`config.mk`:
```
export PLATFORM = sky130hd
export DESIGN_NAME = dq_cell
export DESIGN_NICKNAME = d
export VERILOG_FILES = /design/src/rtl/core/dq_pkg.sv /design/src/rtl/core/dq_cell.sv
export SDC_FILE = /design/constraint.sdc
export NUM_CORES = 1
export LEC_CHECK = 0
export BUFFER_PORTS_ARGS = -buffer_cell sky130_fd_sc_hd__buf_2
export CORE_ASPECT_RATIO = 1.25
export CORE_UTILIZATION = 47
export DETAILED_ROUTE_END_ITERATION = 8
export PLACE_DENSITY = 0.92
export SLEW_MARGIN = 5
export SYNTH_ARGS = -nofsm -noshare
export SYNTH_HDL_FRONTEND = slang
export SYNTH_SLANG_ARGS = --single-unit
```
`constraint.sdc`:
```
create_clock -name clk_i -period 4.98 [get_ports clk_i]
set_input_delay 0.747 -clock clk_i [delete_from_list [all_inputs] [get_ports clk_i]]
set_output_delay 0.747 -clock clk_i [all_outputs]
set_load 0.05 [all_outputs]
```
`src/rtl/core/dq_pkg.sv`:
```
// ----------------------------------------------------------------------------
// dq_pkg: shared definitions for the double-ended queue core
// Sizes, action and status codes, cell operations and the neighbour link type.
// ----------------------------------------------------------------------------
package dq_pkg;

  localparam int DEPTH  = 64;
  localparam int DATA_W = 32;
  localparam int CNT_W  = $clog2(DEPTH + 1);
  localparam int GRP    = 8;
  localparam int NGRP   = (DEPTH + GRP - 1) / GRP;

  typedef enum logic [2:0] {
    ACT_PUSH_FRONT = 3'd0,
    ACT_PUSH_BACK  = 3'd1,
    ACT_POP_FRONT  = 3'd2,
    ACT_POP_BACK   = 3'd3,
    ACT_LIST       = 3'd4
  } action_e;

  typedef enum logic [1:0] {
    ST_OK    = 2'd0,
    ST_EMPTY = 2'd1,
    ST_FULL  = 2'd2
  } status_e;

  typedef enum logic [2:0] {
    OP_HOLD       = 3'd0,
    OP_PUSH_FRONT = 3'd1,
    OP_PUSH_BACK  = 3'd2,
    OP_POP_FRONT  = 3'd3,
    OP_POP_BACK   = 3'd4,
    OP_ROTATE     = 3'd5
  } cell_op_e;

  typedef struct packed {
    logic              valid;
    logic [DATA_W-1:0] data;
  } cell_link_t;

endpackage

```
`src/rtl/core/dq_cell.sv`:
```
// ----------------------------------------------------------------------------
// dq_cell: one slot of the deque chain
// Holds one word and its valid bit; moves data to or from its neighbours.
// ----------------------------------------------------------------------------
module dq_cell (
  input  logic                      clk_i,
  input  logic                      rst_ni,
  input  dq_pkg::cell_op_e          op_i,
  input  logic [dq_pkg::DATA_W-1:0] value_i,
  input  logic [dq_pkg::DATA_W-1:0] head_i,
  input  dq_pkg::cell_link_t        prev_i,
  input  dq_pkg::cell_link_t        next_i,
  output dq_pkg::cell_link_t        link_o,
  output logic                      last_o
);

  logic                      valid_q, valid_d;
  logic [dq_pkg::DATA_W-1:0] data_q, data_d;

  assign last_o = valid_q & ~next_i.valid;
  assign link_o = '{valid: valid_q, data: data_q};

  always_comb begin
    valid_d = valid_q;
    data_d  = data_q;
    case (op_i)
      dq_pkg::OP_PUSH_FRONT: begin
        valid_d = prev_i.valid;
        data_d  = prev_i.data;
      end
      dq_pkg::OP_PUSH_BACK: begin
        // first free slot takes the new word
        if (!valid_q && prev_i.valid) begin
          valid_d = 1'b1;
          data_d  = value_i;
        end
      end
      dq_pkg::OP_POP_FRONT: begin
        valid_d = next_i.valid;
        data_d  = next_i.data;
      end
      dq_pkg::OP_POP_BACK: begin
        if (last_o) begin
          valid_d = 1'b0;
        end
      end
      dq_pkg::OP_ROTATE: begin
        // front word wraps round to the back slot
        if (last_o) begin
          data_d = head_i;
        end else if (valid_q) begin
          data_d = next_i.data;
        end
      end
      default: ;
    endcase
  end

  always_ff @(posedge clk_i or negedge rst_ni) begin
    if (!rst_ni) begin
      valid_q <= 1'b0;
    end else begin
      valid_q <= valid_d;
    end
  end

  always_ff @(posedge clk_i) begin
    data_q <= data_d;
  end

endmodule

```
# [Word level (Yosys, flattened, before mapping)]
# Index checks and enable logic that the tools add are counted.
[word_totals] latch_bits=0 reg_bits=33 output_inout_bits=34 romBits=0 mem_bits_rw=0 mem_count=0
[op_classes] n_eq_ne=8 magnitude_cmp=0 n_div=0 n_addsub=0 n_mul=0 n_shift=0 n_reduce_logical=6 n_bitwise=2 muxes=7
[op_table] cell="$pmux W32 S4" count=1
[op_table] cell="$mux W32" count=3
[op_table] cell="$reduce_bool A4 Y1" count=2
[op_table] cell="$eq A3 B2 Y1 const B" count=2
[op_table] cell="$eq A3 B3 Y1 const B" count=2
[op_table] cell="$reduce_and A3 Y1" count=2
[op_table] cell="$ne A2 B2 Y1 const B" count=2
[op_table] cell="$pmux W1 S4" count=1
[op_table] cell="$eq A3 B1 Y1 const B" count=1
[op_table] cell="$ne A3 B3 Y1 const B" count=1
[op_table] cell="$mux W1" count=2
[op_table] cell="$and A1 B1 Y1" count=1
[op_table] cell="$logic_and A1 B1 Y1" count=1
[op_table] cell="$logic_not A1 Y1" count=1
[op_table] cell="$not A1 Y1" count=1

# [Depth between registers and ports, before layout]
# Gate-level depths: netlist (run 1).
[logic_depth] ltp_word=4 depth_mapped=6 depth_no_buf=3

# [Least setup slack after synthesis (run 1)]
# Ideal clock, no wire load.
[synth_path] path_type="input-to-reg" from="in op_i[2]" to="reg data_q[0] (netlist name) (enable)" arrival_ns=1.958 path_buffers=2 stages=4 slack_ns=2.628 cell_sequence="buf_6 -> nor2b_2 -> buf_4 -> a32o_1"
[synth_between] elab_chain_cells=3 word_cells_on_any_way=8
[synth_rtl] item="from (decl)" line_no="dq_cell.sv:8" text="input dq_pkg::cell_op_e op_i,"
[synth_rtl] item="$eq A3 B3 Y1 (tied with other cells)" line_no="dq_cell.sv:26" text="case (op_i)"
[synth_rtl] item="$ne A3 B3 Y1 (no line) (tied with other cells)"
[synth_rtl] item="$reduce_and A3 Y1 (no line) (*)"
[synth_rtl] item="to (signal assigned)" line_no="dq_cell.sv:68" text="data_q <= data_d;"
[synth_rtl] item="to (decl)" line_no="dq_cell.sv:18" text="logic [dq_pkg::DATA_W-1:0] data_q, data_d;"
# Mark *: on every way between the ends. The rest lies on a longest branch, timed or not.
# A chain may end at the register's enable or synchronous reset.

# [Worst setup path in the final report (run 1)]
[layout_path] from="in next_i[32] (netlist name)" to="out last_o"
[layout_between] elab_chain_cells=2
[layout_rtl] item="from (decl)" line_no="dq_cell.sv:12" text="input dq_pkg::cell_link_t next_i,"
[layout_rtl] item="$not A1 Y1" line_no="dq_cell.sv:20" text="assign last_o = valid_q & ~next_i.valid;"
[layout_rtl] item="$and A1 B1 Y1" line_no="dq_cell.sv:20"
[layout_rtl] item="to (decl)" line_no="dq_cell.sv:14" text="output logic last_o"
# No other way between the ends.

==> results.md, run 1 <==
* Status: completed
* Placed cell count at 473
* Boundary Pins at 169
* Critical path class: in2out
* Die X at between 70 and 80 µm
* Most common cell in the netlist: nand2_1
* I/O Buffers at between 150 and 200
* Area delta synth->final at 30.0%
* Core area at ~5500 µm²
* Chip Height at 87.3 µm
* Share of cells above drive strength 1 at 0.508
* Antenna Cells at 0
* Row cnt at 30
* Clock Skew at 0.00432 ns
* Final wirelength at 7570 µm
* Synth top area cells: edfxtp_1, mux2_2, mux2i_1, a32oi_1, nand2_1
* Top_reg_cell synth: edfxtp_1
* Crit path time final at ~2.8 ns
* Syn_nets at approximately 400
* Yosys top cell by area: edfxtp_1
* Number of global-route vias before repair at 2509
* Final core occ at 0.644
* Fin area at roughly 3600 µm²
* Fmax at roughly 0.36 GHz
* Peak VDD IR at ~0.14 mV
* Setup crit start kind: input pin
* Clock transition at the registers of the reported paths at about 0.070 ns
* R2r setup slk at between 3 and 4 ns
* WL per Instance at around 16 µm
* Placement Cell Area at 3470 µm²
* Global-route wire length before repair at between 10000 and 15000 µm
* Final setup fails at 0
* Antenna-violating nets left at 0
* Synth unique cells at 23
* Reg2reg end: data_q[18]
* Seq. cell area at about 990 µm²
* Final Hold Fails at 0
* H-Tree Level Count at 2
* Die Footprint at around 6000 µm²
* GPL Wtd Cong at ~0.74
* Worst setup path startpoint: next_i[32]
* Initial antenna violation count at 0
* TritonRoute pass-1 iters at 4
* Max cap viols at 0
* Post-synth ARST share at 0.0303
* Post-synth top cells: nand2_1, mux2i_1
* TritonCTS sink count at 33
* Crit. End Element: output port
* Worst setup margin at around 2.2 ns
* Total Routing Usage GR at 0.233
* Worst r2r path cells at 3
* Clk Latency, worst-skew pair at around 0.28 ns
* Worst R2R Start: valid_q
* Multi-input logic area at 1540 µm²
* Synth Instances at around 270
* Setup TNS at 0 ns
* Hold_buf cts at 0
* CTS tree: yes
* GR Overflow Total at 0
* Worst relative slew slack at 0.250
* Synth Warn # at 0
* Initial Util at 0.495
* Drt drc at 0
* Worst-margin pin slew at 1.12 ns
* RSZ-0062 raised after global routing: false
* Synthesized area per cell at approximately 10 µm²
* # nets final at around 550
* Leak at about 1.7 nW
* Synth top area share at 0.351
* CP max FO at 33
* Final HPWL DP at approximately 5400 µm
* Final non-filler cell total at 481
* Post-CTS setup repair buffer count at 0
* Post-synth EDFFs at 32
* Critical Path RT at between 4 and 5 ns
* Cell area power density at about 250 nW/µm²
* Hold Path Class: in2async
* Cell at the root of the clock tree: clkbuf_8
* Vias post-DR at between 2k and 3k
* Cts bufs inserted at 5
* Largest net degree at the start of global routing at 39
* Worst slack, placed at between 2 and 2.5 ns
* Iter 0 DRT Violations at roughly 140
* Seq cells post-synth at 33
* Post-Syn Area at between 2000 and 3000 µm²
* Pins over their slew limit at 0
* Tcrit/Tclk final at 0.563
* Worst EP arrival at 2.06 ns
* Vias per cell at ~5.7
* Fillers at around 470
* Seq/Total Area, Yosys at 0.361
* Post-CTS Resized at 0
* CTS Buffer Depth at 2
==> cells in the final DEF, fill, tap and decap left out <==
cell type / n
a21o_1: 1
a21oi_1: 1
a221oi_1: 1
a32o_2: 1
a32oi_1: 32
and2_4: 1
buf_2: 168
buf_4: 2
clkbuf_1: 3
clkbuf_8: 5
dfrtp_1: 1
edfxtp_1: 32
inv_1: 2
mux2_2: 32
mux2i_1: 33
nand2_1: 64
nand2b_2: 1
nor2b_1: 1
nor2b_2: 1
nor2b_4: 1
o21ai_0: 1
o21bai_1: 32
or3b_1: 1
==> final cells by class <==
| class | instances | area share |
|---|---|---|
| inverter | 2 | 0.00211 |
| tap | 64 | 0.0225 |
| timing repair buffer | 170 | 0.241 |
| clock buffer | 8 | 0.0225 |
| sequential | 33 | 0.277 |
| multi-input combinational | 204 | 0.435 |
==> stage by stage <==
stage	hold slack [ns]	power, mW
3_5_place_dp	0.527	0.690
6_report	0.232	0.878
4_1_cts	0.219	0.883
2_1_floorplan	0.451	0.594
3_3_place_gp	0.527	0.679
5_1_grt	0.221	0.915
==> worst max-delay path: stages <==
cell      delay, ns
buf_2          0.11
nand2b_2       0.72
inv_1          0.19
buf_2          0.28
==> sequential cells by signal, summed over array words and instances (netlist names) <==
name	count
data_q	32
valid_q	1
==> how the worst max path moves through the flow <==
stage / endpoint / slack [ns] / cells after the start
final: last_o / 2.17 / 4
after global routing: last_o / 2.09 / 4
after CTS: last_o / 2.18 / 4
after detailed placement: data_q[18] / 2.04 / 4
after global placement: data_q[5] / 2.14 / 4
after floorplan: data_q[0] / 2.63 / 4
==> metal layers <==
metal | vias up | track usage | wire, µm
met5 | - | 0 | 0
met4 | 0 | 0.111 | 196
met3 | 18 | 0.0220 | 463
li1 | 1310 | - | -
met1 | 1249 | 0.264 | 2860
met2 | 143 | 0.439 | 4050
==> logic make-up (layout without fill, tap and decap cells) <==
logic type	count (synthesis)	after routing	share of synthesized area
multiplexers	65	65	0.253
flip-flops	33	33	0.361
AO/OA/AOI/OAI	69	69	0.204
buffers and inverters	30	180	0.0760
AND/OR/NAND/NOR	70	70	0.107
==> where the power goes <==
part	switching, mW	leakage (nW)	internal, mW
Combinational	0.208	1.37	0.128
Sequential	0.00826	0.316	0.341
Clock	0.0944	0.0395	0.0993
Total	0.310	1.72	0.568
(Power assumes the default switching activity.)
==> run 2: changes to the inputs <==
--- a/config.mk
+++ b/config.mk
@@ -5,11 +5,12 @@
 export SDC_FILE = /design/constraint.sdc
 export NUM_CORES = 1
 export LEC_CHECK = 0
+export ABC_AREA = 1
 export BUFFER_PORTS_ARGS = -buffer_cell sky130_fd_sc_hd__buf_2
 export CORE_ASPECT_RATIO = 1.25
-export CORE_UTILIZATION = 47
+export CORE_UTILIZATION = 39
 export DETAILED_ROUTE_END_ITERATION = 8
-export PLACE_DENSITY = 0.92
+export PLACE_DENSITY = 0.83
 export SLEW_MARGIN = 5
 export SYNTH_ARGS = -nofsm -noshare
 export SYNTH_HDL_FRONTEND = slang
==> constraint.sdc (replaced) <==
create_clock -name clk_i -period 2.3 [get_ports clk_i]
set_input_delay 0.345 -clock clk_i [delete_from_list [all_inputs] [get_ports clk_i]]
set_output_delay 0.345 -clock clk_i [all_outputs]
set_load 0.05 [all_outputs]
==> results.md, run 2 <==
* Status: completed
* Synthesized area per cell at 6.42 µm² (-37%)
* Cell area power density at 549 nW/µm² (+120%)
* Number of global-route vias before repair at 2813 (+12%)
* Share of cells above drive strength 1 at 0.336 (-0.172)
* Max cap viols at 0 (unchanged)
* Worst relative slew slack at 0.609 (+0.359)
* Crit path time final at about 1.8 ns
* Clock transition at the registers of the reported paths at 0.07 ns (about the same)
* Post-synth top cells: nand2_1, nor2_1, inv_1
* Largest registers: data_q: 32 flops, valid_q: 1 flops
* Top_reg_cell synth: edfxtp_1
* Post-CTS Resized at 0 (unchanged)
* Boundary Pins at 169 (unchanged)
* Final setup fails at 0 (unchanged)
* Seq cells post-synth at 33 (unchanged)
* Antenna Cells at 0 (unchanged)
* GR Overflow Total at 0 (unchanged)
* Area delta synth->final at 35.8%
* I/O Buffers at 168 (unchanged)
* Antenna-violating nets left at 0 (unchanged)
* CTS tree: yes
* Largest net degree at the start of global routing at 41 (+5.1%)
* Commonest cells after routing, fill and taps aside: buf_2, nand2_1, nor2_1
* # nets final at 700 (+27%)
* Crit. End Element: output port
* Final wirelength at 7300 µm (-3.5%)
* Placed cell count at 642 (+36%)
* Critical Path RT at 1.96 ns (-2.27 ns)
* Synth unique cells at 18 (-22%)
* Setup TNS at 0 ns (unchanged)
* Most common cell in the netlist: nand2_1
* Seq/Total Area, Yosys at 0.378 (+0.0177)
* Worst r2r path cells at 6 (+3)
* GPL Wtd Cong at 0.801 (+8.6%)
* Number of flip-flops in the largest register at 32 (unchanged)
* Commonest non-fill, non-tap cell in the layout: buf_2
* TritonCTS sink count at 33 (unchanged)
* Final Hold Fails at 0 (unchanged)
* Cell at the root of the clock tree: clkbuf_8
* Global-route wire length before repair at 11400 µm (+1.6%)
* Leak at 2.00 nW (+16%)
* M1 WL at 2700 µm (-5.4%)
* Chip Height at 93.4 µm (+7.0%)
* Vias per cell at 4.63 (-18%)
* Met2 routed WL at 3950 µm (-2.4%)
* Total Routing Usage GR at 0.209 (-0.0239)
* Setup crit start kind: register
* Placement Cell Area at 3420 µm² (-1.4%)
* Worst Hold Depth at 3
* WL per Instance at 11.2 µm (-29%)
* Initial antenna violation count at 0 (unchanged)
* Worst-margin pin slew at 0.585 ns (-0.540 ns)
* Worst slack, placed at 0.599 ns (-1.44 ns)
* Wire length on met3 at 458 µm (-1.1%)
* Min-delay src: prev_i[8]
* Initial Util at 0.412 (-0.0835)
* Die Footprint at 7020 µm² (+14%)
* Post-Syn Area at 2610 µm² (-4.7%)
* Worst setup margin at 0.549 ns (-1.63 ns)
* Post-synth EDFFs at 32 (unchanged)
* Row cnt at 32 (+6.7%)
* Reg2reg end: data_q[2]
* Worst R2R Start: valid_q
* Top reg by flops: data_q
* Synth top area share at 0.369 (+0.0172)
* Clk Latency, worst-skew pair at 0.28 ns (about the same)
* Clock Skew at 0.00442 ns (+0.0000955 ns)
* Synth Instances at 406 (+52%)
* Core area at 6330 µm² (+15%)
* TritonRoute pass-1 iters at 5 (+1)
* Synth top area cells: edfxtp_1, nand2_1, nor2_1, inv_1, nand3_1
* Pins over their slew limit at 0 (unchanged)
* Iter 0 DRT Violations at 79 (-44%)
* Tcrit/Tclk final at 0.761
* Fmax at 0.571 GHz
* Hold Path Class: in2reg
* RSZ-0062 raised after global routing: false
* Critical path class: reg2out
* Fin area at 3540 µm² (-0.42%)
* Synth Warn # at 0 (unchanged)
* Hold path endpoint: data_q[8]
* Final non-filler cell total at 650 (+35%)
* Drt drc at 0 (unchanged)
* CTS Buffer Depth at 2 (unchanged)
* Peak VDD IR at 0.238 mV (+66%)
* Post-synth ARST share at 0.0303 (unchanged)
* R2r setup slk at 0.75 ns (-2.29 ns)
* Top Layer Used: met4
* Cts bufs inserted at 5 (unchanged)
* Final HPWL DP at 5410 µm (-0.22%)
* H-Tree Level Count at 2 (unchanged)
* Syn_nets at 541 (+35%)
* CP max FO at 26 (-21%)
* Die X at 75.1 µm (+7.0%)
* Yosys top cell by area: edfxtp_1
* Vias post-DR at 3010 (+11%)
* Worst EP arrival at 1.41 ns (-0.65 ns)
run 2: changes by cell type in the layout (fill, tap and decap cells not counted), sizes merged, moves of 3 or more:
cell / change
o21ai: +33
nand3: +36
mux2: -32
nor2: +99
inv: +70
clkbuf: -3
o21bai: -32
a32oi: -32
nor2b: -3
nand2: +46
mux2i: -33
run 2: critical path, cell delays in order (launching register included):
cell and delay [ns]:
dfrtp_1 0.41, inv_2 0.07, nor2_4 0.08, buf_4 0.25, buf_2 0.31
run 2: final cells by class:
class	instances	area (µm²)
Fill cell	623	2790
Clock inverter	2	35.0
Clock buffer	5	68.8
Multi-Input combinational cell	281	1190
Sequential cell	33	986
Timing Repair Buffer	172	886
Inverter	72	270
Tap cell	85	106
run 2: timing repair:
item / 4_1_cts / 5_1_grt
hold endpoints to repair: 1 / 0
hold buffers: 1 / 0
setup buffers: 0 / 0
run 2: cells by family (layout without fill, tap and decap cells):
family / after synthesis / after routing / share of synthesized area
buffers and inverters: 92 / 251 / 0.173
flip-flops: 33 / 33 / 0.378
AO/OA/AOI/OAI: 35 / 35 / 0.0672
AND/OR/NAND/NOR: 246 / 246 / 0.382
run 2: per-layer routing:
layer	global-route usage	vias up
met5	0	-
met4	0.0833	0
met3	0.0453	18
met2	0.403	118
met1	0.209	1326
li1	-	1548
run 2: stage by stage:
step | util | power, mW | hold WS, ns
final | 0.559 | 1.94 | 0.352
after CTS | 0.559 | 1.96 | 0.346
after floorplan | - | 1.24 | 0.0494
after global routing | 0.559 | 2.05 | 0.357
after detailed placement | 0.541 | 1.43 | 0.121
after global placement | 0.541 | 1.42 | 0.121
run 2: worst max path at each step:
stage,cells past startpoint,from,to,slack (ns)
CTS,4,valid_q,last_o,0.53
global route,4,valid_q,last_o,0.43
global placement,8,op_i[2],data_q[30],0.66
detailed placement,8,op_i[2],data_q[26],0.60
finish,4,valid_q,last_o,0.55
floorplan,6,op_i[2],data_q[0],0.27
run 2: report_power, final:
part / total (mW) / switching (mW) / leakage (nW) / internal (mW)
clock: 0.517 / 0.203 / 0.0540 / 0.315
combinational: 0.671 / 0.460 / 1.63 / 0.211
sequential: 0.753 / 0.0148 / 0.322 / 0.738
